--- src/rtl/ptq_pkg.sv ---
// Package for the periodic timer queue: table size, request and status codes,
// and the command and read structs passed between the sequencer and the table.
// No dependencies.
package ptq_pkg;

	localparam int MAX_TIMERS = 16;
	localparam int IDX_W      = $clog2(MAX_TIMERS);
	localparam int CNT_W      = $clog2(MAX_TIMERS + 1);
	localparam int TIME_W     = 48;
	localparam int PER_W      = 32;
	localparam int ID_W       = 16;

	localparam logic [1:0] REQ_ADD    = 2'd0;
	localparam logic [1:0] REQ_REMOVE = 2'd1;
	localparam logic [1:0] REQ_CHECK  = 2'd2;
	localparam logic [1:0] REQ_NONE   = 2'd3;

	localparam logic [1:0] ST_OK        = 2'd0;
	localparam logic [1:0] ST_FULL      = 2'd1;
	localparam logic [1:0] ST_NOT_FOUND = 2'd2;

	typedef struct packed {
		logic              add;
		logic              free;
		logic              rearm;
		logic [IDX_W-1:0]  idx;
		logic [TIME_W-1:0] deadline;
		logic [PER_W-1:0]  period;
		logic [ID_W-1:0]   id;
	} tbl_cmd_t;

	typedef struct packed {
		logic              valid;
		logic [TIME_W-1:0] deadline;
		logic [PER_W-1:0]  period;
		logic [ID_W-1:0]   id;
		logic [IDX_W-1:0]  order;
	} tbl_rd_t;

endpackage

--- src/rtl/ptq_table.sv ---
// Timer slot table: valid bits, deadlines, periods, ids and entry ranks,
// with one read port and add, free and re-arm commands.
// Depends on ptq_pkg.
module ptq_table (
	input  logic                     clk,
	input  logic                     arst_n,
	input  ptq_pkg::tbl_cmd_t        cmd,
	input  logic [ptq_pkg::IDX_W-1:0] rd_idx,
	output ptq_pkg::tbl_rd_t         rd,
	output logic                     free_found,
	output logic [ptq_pkg::IDX_W-1:0] free_idx
);

	logic [ptq_pkg::MAX_TIMERS-1:0] valid_q;
	logic [ptq_pkg::TIME_W-1:0]     deadline_q [ptq_pkg::MAX_TIMERS];
	logic [ptq_pkg::PER_W-1:0]      period_q   [ptq_pkg::MAX_TIMERS];
	logic [ptq_pkg::ID_W-1:0]       id_q       [ptq_pkg::MAX_TIMERS];
	logic [ptq_pkg::IDX_W-1:0]      order_q    [ptq_pkg::MAX_TIMERS];
	logic [ptq_pkg::CNT_W-1:0]      count_q;
	logic [ptq_pkg::IDX_W-1:0]      cmd_rank;

	assign rd.valid    = valid_q[rd_idx];
	assign rd.deadline = deadline_q[rd_idx];
	assign rd.period   = period_q[rd_idx];
	assign rd.id       = id_q[rd_idx];
	assign rd.order    = order_q[rd_idx];
	assign cmd_rank    = order_q[cmd.idx];

	always_comb begin
		free_found = 1'b0;
		free_idx   = '0;
		for (int k = ptq_pkg::MAX_TIMERS - 1; k >= 0; k--) begin
			if (!valid_q[k]) begin
				free_found = 1'b1;
				free_idx   = ptq_pkg::IDX_W'(k);
			end
		end
	end

	always_ff @(posedge clk or negedge arst_n) begin
		if (!arst_n) begin
			valid_q <= '0;
			count_q <= '0;
		end else begin
			if (cmd.add) begin
				valid_q[cmd.idx] <= 1'b1;
				count_q          <= count_q + 1'b1;
			end else if (cmd.free) begin
				valid_q[cmd.idx] <= 1'b0;
				if (count_q != '0)
					count_q <= count_q - 1'b1;
			end
		end
	end

	always_ff @(posedge clk) begin
		if (cmd.add) begin
			deadline_q[cmd.idx] <= cmd.deadline;
			period_q[cmd.idx]   <= cmd.period;
			id_q[cmd.idx]       <= cmd.id;
			order_q[cmd.idx]    <= count_q[ptq_pkg::IDX_W-1:0];
		end else if (cmd.free || cmd.rearm) begin
			// close the gap left in the rank sequence
			for (int k = 0; k < ptq_pkg::MAX_TIMERS; k++) begin
				if (ptq_pkg::IDX_W'(k) != cmd.idx && valid_q[k] && order_q[k] > cmd_rank)
					order_q[k] <= order_q[k] - 1'b1;
			end
			if (cmd.rearm) begin
				deadline_q[cmd.idx] <= cmd.deadline;
				order_q[cmd.idx]    <= ptq_pkg::IDX_W'(count_q - 1'b1);
			end
		end
	end

endmodule

--- src/rtl/periodic_timer_queue.sv ---
// Periodic timer queue top level: request sequencer, earliest-deadline scan and
// result registers around the slot table.
// Depends on ptq_pkg and ptq_table.
//
//  channel  | handshake              | ports
//  ---------+------------------------+---------------------------------------------
//  request  | start & !busy          | req_type now_ms deadline_ms period_ms
//           |                        | cancel_id handler_stop
//  result   | done, one cycle        | status new_id fired fired_id armed
//           |                        | next_deadline_ms
//
// Each request walks the table one slot a cycle through a single compare unit.
// Add takes a free slot and then scans; remove walks every slot and then scans; check
// scans, fires the earliest due timer and scans again if it fired; request code 3 only scans.
// busy is low from the cycle done is high; reset empties the table at once.
// The receiver cannot stall: done marks each result for one cycle only.
module periodic_timer_queue (
	input  logic                          clk,
	input  logic                          arst_n,
	input  logic                          start,
	output logic                          busy,
	input  logic [1:0]                    req_type,
	input  logic [ptq_pkg::TIME_W-1:0]    now_ms,
	input  logic [ptq_pkg::TIME_W-1:0]    deadline_ms,
	input  logic [ptq_pkg::PER_W-1:0]     period_ms,
	input  logic [ptq_pkg::ID_W-1:0]      cancel_id,
	input  logic                          handler_stop,
	output logic                          done,
	output logic [1:0]                    status,
	output logic [ptq_pkg::ID_W-1:0]      new_id,
	output logic                          fired,
	output logic [ptq_pkg::ID_W-1:0]      fired_id,
	output logic                          armed,
	output logic [ptq_pkg::TIME_W-1:0]    next_deadline_ms
);

	typedef enum logic [2:0] {
		S_IDLE,
		S_ADD,
		S_REMOVE,
		S_SCAN_PRE,
		S_FIRE,
		S_SCAN,
		S_RESP
	} state_t;

	state_t                         state_q;
	logic [ptq_pkg::TIME_W-1:0]     now_q;
	logic [ptq_pkg::TIME_W-1:0]     deadline_q;
	logic [ptq_pkg::PER_W-1:0]      period_q;
	logic [ptq_pkg::ID_W-1:0]       cid_q;
	logic                           stop_q;
	logic [ptq_pkg::ID_W-1:0]       last_id_q;
	logic [ptq_pkg::IDX_W-1:0]      idx_q;
	logic                           found_q;
	logic                           best_hit_q;
	logic [ptq_pkg::IDX_W-1:0]      best_idx_q;
	logic [ptq_pkg::TIME_W-1:0]     best_dl_q;
	logic [ptq_pkg::IDX_W-1:0]      best_ord_q;

	logic                           done_q;
	logic [1:0]                     status_q;
	logic [ptq_pkg::ID_W-1:0]       new_id_q;
	logic                           fired_q;
	logic [ptq_pkg::ID_W-1:0]       fired_id_q;
	logic                           armed_q;
	logic [ptq_pkg::TIME_W-1:0]     next_dl_q;

	ptq_pkg::tbl_cmd_t              cmd;
	ptq_pkg::tbl_rd_t               rd;
	logic [ptq_pkg::IDX_W-1:0]      rd_idx;
	logic                           free_found;
	logic [ptq_pkg::IDX_W-1:0]      free_idx;

	logic                           last_slot;
	logic                           better;
	logic                           rm_hit;
	logic                           due;
	logic                           release_slot;
	logic [ptq_pkg::ID_W-1:0]       next_id;
	logic [ptq_pkg::TIME_W:0]       rearm_sum;
	logic [ptq_pkg::TIME_W-1:0]     rearm_dl;

	ptq_table u_table (
		.clk        (clk),
		.arst_n     (arst_n),
		.cmd        (cmd),
		.rd_idx     (rd_idx),
		.rd         (rd),
		.free_found (free_found),
		.free_idx   (free_idx)
	);

	assign busy             = (state_q != S_IDLE);
	assign done             = done_q;
	assign status           = status_q;
	assign new_id           = new_id_q;
	assign fired            = fired_q;
	assign fired_id         = fired_id_q;
	assign armed            = armed_q;
	assign next_deadline_ms = next_dl_q;

	assign rd_idx    = (state_q == S_FIRE) ? best_idx_q : idx_q;
	assign last_slot = (idx_q == ptq_pkg::IDX_W'(ptq_pkg::MAX_TIMERS - 1));
	assign better    = rd.valid && (!best_hit_q || rd.deadline < best_dl_q ||
		(rd.deadline == best_dl_q && rd.order < best_ord_q));
	assign rm_hit    = rd.valid && rd.id == cid_q && cid_q != '0;
	assign due       = best_hit_q && best_dl_q <= now_q;
	assign release_slot = (rd.period == '0) || stop_q;
	assign next_id   = (last_id_q + 1'b1 == '0) ? ptq_pkg::ID_W'(1) : last_id_q + 1'b1;
	assign rearm_sum = {1'b0, now_q} + {{(ptq_pkg::TIME_W + 1 - ptq_pkg::PER_W){1'b0}}, rd.period};
	assign rearm_dl  = rearm_sum[ptq_pkg::TIME_W] ? '1 : rearm_sum[ptq_pkg::TIME_W-1:0];

	always_comb begin
		cmd          = '0;
		cmd.deadline = deadline_q;
		cmd.period   = period_q;
		cmd.id       = next_id;
		unique case (state_q)
			S_ADD: begin
				cmd.add = free_found;
				cmd.idx = free_idx;
			end
			S_REMOVE: begin
				cmd.free = rm_hit;
				cmd.idx  = idx_q;
			end
			S_FIRE: begin
				cmd.idx      = best_idx_q;
				cmd.deadline = rearm_dl;
				cmd.free     = due && release_slot;
				cmd.rearm    = due && !release_slot;
			end
			default: begin
				cmd.idx = idx_q;
			end
		endcase
	end

	always_ff @(posedge clk or negedge arst_n) begin
		if (!arst_n) begin
			state_q    <= S_IDLE;
			last_id_q  <= '0;
			done_q     <= 1'b0;
			idx_q      <= '0;
			found_q    <= 1'b0;
			best_hit_q <= 1'b0;
			status_q   <= ptq_pkg::ST_OK;
			new_id_q   <= '0;
			fired_q    <= 1'b0;
			fired_id_q <= '0;
			armed_q    <= 1'b0;
			next_dl_q  <= '0;
		end else begin
			done_q <= (state_q == S_RESP);
			unique case (state_q)
				S_IDLE: begin
					if (start) begin
						status_q   <= ptq_pkg::ST_OK;
						new_id_q   <= '0;
						fired_q    <= 1'b0;
						fired_id_q <= '0;
						idx_q      <= '0;
						found_q    <= 1'b0;
						best_hit_q <= 1'b0;
						unique case (req_type)
							ptq_pkg::REQ_ADD:    state_q <= S_ADD;
							ptq_pkg::REQ_REMOVE: state_q <= S_REMOVE;
							ptq_pkg::REQ_CHECK:  state_q <= S_SCAN_PRE;
							default:             state_q <= S_SCAN;
						endcase
					end
				end
				S_ADD: begin
					if (free_found) begin
						last_id_q <= next_id;
						new_id_q  <= next_id;
					end else begin
						status_q <= ptq_pkg::ST_FULL;
					end
					state_q <= S_SCAN;
				end
				S_REMOVE: begin
					if (rm_hit)
						found_q <= 1'b1;
					if (last_slot) begin
						idx_q <= '0;
						if (!found_q && !rm_hit)
							status_q <= ptq_pkg::ST_NOT_FOUND;
						state_q <= S_SCAN;
					end else begin
						idx_q <= idx_q + 1'b1;
					end
				end
				S_SCAN_PRE, S_SCAN: begin
					if (better) begin
						best_hit_q <= 1'b1;
						best_idx_q <= idx_q;
						best_dl_q  <= rd.deadline;
						best_ord_q <= rd.order;
					end
					if (last_slot) begin
						idx_q   <= '0;
						state_q <= (state_q == S_SCAN_PRE) ? S_FIRE : S_RESP;
					end else begin
						idx_q <= idx_q + 1'b1;
					end
				end
				S_FIRE: begin
					if (due) begin
						fired_q    <= 1'b1;
						fired_id_q <= rd.id;
						best_hit_q <= 1'b0;
						state_q    <= S_SCAN;
					end else begin
						state_q <= S_RESP;
					end
				end
				S_RESP: begin
					armed_q   <= best_hit_q;
					next_dl_q <= best_hit_q ? best_dl_q : '0;
					state_q   <= S_IDLE;
				end
				default: begin
					state_q <= S_IDLE;
				end
			endcase
		end
	end

	always_ff @(posedge clk) begin
		if (state_q == S_IDLE && start) begin
			now_q      <= now_ms;
			deadline_q <= deadline_ms;
			period_q   <= period_ms;
			cid_q      <= cancel_id;
			stop_q     <= handler_stop;
		end
	end

endmodule

--- config.mk ---
export PLATFORM = sky130hd
export DESIGN_NAME = periodic_timer_queue
export DESIGN_NICKNAME = d
export VERILOG_FILES = /design/src/rtl/ptq_pkg.sv /design/src/rtl/ptq_table.sv /design/src/rtl/periodic_timer_queue.sv
export SDC_FILE = /design/constraint.sdc
export NUM_CORES = 2
export LEC_CHECK = 0
export ABC_AREA = 0
export BUFFER_PORTS_ARGS = -buffer_cell sky130_fd_sc_hd__buf_4
export CORE_MARGIN = 2
export CORE_UTILIZATION = 50
export DETAILED_ROUTE_END_ITERATION = 7
export PLACE_DENSITY = 0.66
export REMOVE_ABC_BUFFERS = 1
export SLEW_MARGIN = 20
export SYNTH_ARGS = -nofsm -noshare
export SYNTH_HDL_FRONTEND = slang
export SYNTH_SLANG_ARGS = --single-unit
--- constraint.sdc ---
create_clock -name clk -period 18.1 [get_ports clk]
set_input_delay 3.62 -clock clk [delete_from_list [all_inputs] [get_ports clk]]
set_output_delay 3.62 -clock clk [all_outputs]
set_load 0.005 [all_outputs]
==> flow_summary.rst <==
.. list-table::
   :header-rows: 1

   * - Metric
     - Value
   * - Status
     - complete, no violations
   * - CP required
     - roughly 19000 ps
   * - Crit path capture type
     - register
   * - Master of the slowest instance on the critical path
     - sky130_fd_sc_hd__buf_4
   * - Top flip-flop cell by instance count after synthesis
     - sky130_fd_sc_hd__edfxtp_1
   * - Post-synthesis instance area
     - around 87000 sq um
   * - Class of the tightest hold or removal check
     - reg -> reg
   * - Starting Density
     - 50.4%
   * - Transition time of the tightest slew-check pin
     - 1160 ps
   * - Clock sink total
     - about 1900
   * - Worst Hold Path Cells
     - 2
   * - First-iteration detailed-routing DRC count
     - approximately 7000
   * - Sequential share of the synthesized area
     - around 66%
   * - Total count of max-transition violations in the final report
     - 0
   * - Fraction of post-synthesis cell area in the top cell type by area
     - between 60% and 70%
   * - Final weighted congestion of routability-driven global placement
     - between 0.9 and 1
   * - Post-layout min period
     - 9180 ps
   * - Via count
     - 57500
   * - Critical hold path startpoint
     - fired$_DFFE_PN0P_
   * - Type of element launching the critical path
     - register
   * - Detailed placement HPWL
     - 149 mm
   * - Die Footprint
     - about 180000 sq um
   * - Synth top cells by count
     - 1801 x sky130_fd_sc_hd__edfxtp_1, 1206 x sky130_fd_sc_hd__nand2_1, 573 x sky130_fd_sc_hd__mux2i_1
   * - Number of flops mapped to enable cells by yosys
     - between 1500 and 2000
   * - Top cells by area in the synthesized netlist
     - sky130_fd_sc_hd__edfxtp_1 63%, sky130_fd_sc_hd__mux2i_1 6.6%, sky130_fd_sc_hd__nand2_1 5.2%
   * - H-tree depth reported by CTS
     - 4
   * - TNS Setup
     - 0 ps
   * - Row cnt
     - approximately 150
   * - Total routed wirelength
     - between 200 and 300 mm
   * - LEAKAGE
     - ~0.037 uW
   * - Worst-path fanout max
     - between 50 and 60
   * - Unrepaired setup endpoints after global routing
     - no
   * - Global-route wire length before repair
     - roughly 370 mm
   * - Most common cell in the synthesized netlist
     - sky130_fd_sc_hd__edfxtp_1
   * - Placement-stage worst setup slack
     - 9200 ps
   * - Final Worst Setup Slack
     - around 9000 ps
   * - Max-capacitance violation count
     - 0
   * - Total instance count after detailed placement
     - about 8900
   * - Overflow left after global routing
     - 0
   * - Post-CTS clock slew at the launch and capture registers of the worst setup and hold paths
     - 60 ps
   * - Slowest Stage Delay on Critical Path
     - 730 ps
   * - Total clock buffers created by CTS
     - about 200
   * - Synthesis-to-finish area growth
     - 13.1%
   * - CTS tree
     - built
   * - Most numerous cell on the critical path
     - sky130_fd_sc_hd__buf_4
   * - Max clock buf depth
     - 3
   * - Final cycle utilization of the critical path
     - between 50% and 60%
   * - Post-cts hold buffer count
     - 0
   * - Startpoint of the worst register-to-register path
     - state_q[2]$_DFFE_PN0P_
   * - Layout filler cell count
     - roughly 14000
   * - Final Setup Violations
     - 0
   * - Detailed-routing iteration count for the pre-antenna-repair pass
     - 6
   * - Synth async-reset ratio
     - 6.78%
   * - Peak ir drop on the vdd network
     - 0.173 mV
   * - Buffers inserted during post-CTS setup optimization
     - 0
   * - Final nets
     - 7155
   * - Die height
     - 420 um
   * - Unique masters post-synth
     - 98
   * - Setup Skew
     - roughly 38 ps
   * - Post-CTS sizing
     - 0
   * - Cell-by-cell trace of the critical path
     - or3b_4, a21oi_4, buf_4, buf_4, mux2i_1, mux2i_1, o22ai_1, a211oi_1, ha_1, a21o_1, a21o_1, a21oi_1, nor3b_1, a2111oi_0, or3_1, a211oi_1, a31o_2, or3_2, buf_4, a31oi_1
   * - Power density of the placed cells
     - approximately 200 nW/um^2
   * - Horiz. Die Dim
     - between 400 and 500 um
   * - Post-synth top area cell
     - sky130_fd_sc_hd__edfxtp_1
   * - Startpoint of the most critical setup path
     - state_q[2]$_DFFE_PN0P_
   * - Count of warnings emitted by yosys
     - 0
   * - Root Driver
     - sky130_fd_sc_hd__clkbuf_16
   * - Final Instance Count excl. Fillers
     - between 9000 and 10000
   * - Number of global-route vias before repair
     - around 55000
   * - Gate count of the mapped netlist
     - between 6000 and 7000
   * - All-Layer GR Usage
     - 28.6%
   * - Count of final hold-check violations
     - 0
   * - Total of flip-flops plus latches after synthesis
     - between 1500 and 2000
   * - Insertion delay of the later-clocked pin in the worst-skew pair
     - 850 ps
   * - Core box area
     - about 170000 sq um
   * - Peak Freq
     - 0.109 GHz
   * - Largest net degree at the start of global routing
     - between 150 and 200
   * - Worst reg2reg path depth
     - 20
   * - Number of buffers added on ports
     - 235
   * - Critical setup path kind
     - reg -> reg
   * - Total DRC errors in the routed layout
     - 0
   * - DRT antenna net count
     - 0
   * - Vias/cell
     - approximately 6.2
   * - Share of final-layout standard cells stronger than drive strength 1
     - between 10 and 15%
   * - Syn_area_per_cell
     - 13.1 sq um
   * - Number of top-level pins
     - approximately 240
   * - Data arrival, critical path
     - approximately 9600 ps
   * - Number of antenna violations at the first check in global routing
     - 4
   * - Worst max-slew margin expressed relative to the limit
     - between 20% and 30%
   * - Post-detailed-route wirelength per cell
     - around 28 um
[cell type report]
class | count | area, sq um | share of cell area [%]
Tap cell | 2310 | 2890 | 2.95
Timing Repair Buffer | 360 | 2820 | 2.88
Clock inverter | 126 | 1400 | 1.43
Clock buffer | 254 | 5470 | 5.59
Multi-Input combinational cell | 4096 | 27200 | 27.8
Antenna cell | 2 | 5.00 | 0.00512
Inverter | 195 | 739 | 0.756
Sequential cell | 1932 | 57400 | 58.6
[worst max-delay path, delay by kind of cell (launching register included)]
family                     cells  cell delay, ps
adders and majority gates      1             380
AOI/OAI and AO/OA             10            3350
and+or+nand+nor                4            1640
DFF                            1             670
muxes                          2             330
buffers and inverters          3            2090
[power breakdown]
part           internal, uW  total (uW)  leakage, uW  switching, uW
combinational          2830        8910       0.0155           6080
clock                  2490        4260      0.00335           1770
sequential             5840        6180       0.0181            332
total                 11200       19300       0.0370           8180
[worst paths after layout]
check	slack, ps	to
setup / recovery	8920	u_table.deadline_q[12][22]$_DFFE_PP_
hold / removal	480	fired$_DFFE_PN0P_
setup reg to reg	8920	u_table.deadline_q[12][22]$_DFFE_PP_
hold reg to reg	480	fired$_DFFE_PN0P_
max in group asynchronous	13400	last_id_q[15]$_DFFE_PN0P_
min in group asynchronous	2660	next_deadline_ms[42]$_DFFE_PN0P_
[stage by stage]
step / hold slack (ps) / utilization (%) / total power, uW / area (sq um)
final: 477 / 57.0 / 19300 / 97800
after global routing: 504 / 57.0 / 20200 / 97800
after CTS: 484 / 56.9 / 19200 / 97600
after detailed placement: 470 / 52.9 / 14900 / 90800
after global placement: 462 / 52.9 / 14700 / 90800
after floorplan: 448 / - / 12800 / 84700
[flip-flops by register name (all words and copies together), names as in the netlist, 32 cells and up, named ones only]
signal              cells
next_deadline_ms       48
period_q               32
u_table.id_q          256
u_table.deadline_q    768
now_q                  48
u_table.period_q      512
deadline_q             48
best_dl_q              48
u_table.order_q        64
[metal layers]
layer / wire (um) / share of wire, % / GRT usage (%) / vias to the layer above
li1: - / - / - / 25200
met1: 101000 / 39 / 38.4 / 28700
met2: 119000 / 47 / 45.8 / 2972
met3: 22900 / 9.0 / 4.91 / 600
met4: 12200 / 4.8 / 12.8 / 4
met5: 27 / 0.011 / 0 / -
[layout by cell type, fill, tap and decap left out, types with 107 or more instances in the layout]
cell,Yosys,final
sky130_fd_sc_hd__edfxtp_1,1801,1801
sky130_fd_sc_hd__nand2_1,1206,1202
sky130_fd_sc_hd__mux2i_1,573,569
sky130_fd_sc_hd__nand3_1,524,524
sky130_fd_sc_hd__buf_4,21,350
sky130_fd_sc_hd__ha_1,218,218
sky130_fd_sc_hd__clkbuf_16,0,205
sky130_fd_sc_hd__inv_1,194,191
sky130_fd_sc_hd__nor2_1,171,163
sky130_fd_sc_hd__o21ai_0,130,130
sky130_fd_sc_hd__dfrtp_1,131,129
sky130_fd_sc_hd__a311oi_1,108,107
[cells by family (layout without fill, tap and decap cells)]
kind of cell | after synthesis | after routing | synth area share (%)
simple gates | 2261 | 2261 | 11.7
flops | 1932 | 1932 | 66.3
compound gates | 894 | 894 | 7.62
mux | 603 | 603 | 7.08
buf+inv | 599 | 935 | 2.94
fa+ha+maj | 220 | 220 | 3.19
xor+xnor | 118 | 118 | 1.21
other cells | 0 | 2 | 0
No activity file was read; power rests on OpenSTA's default activity.
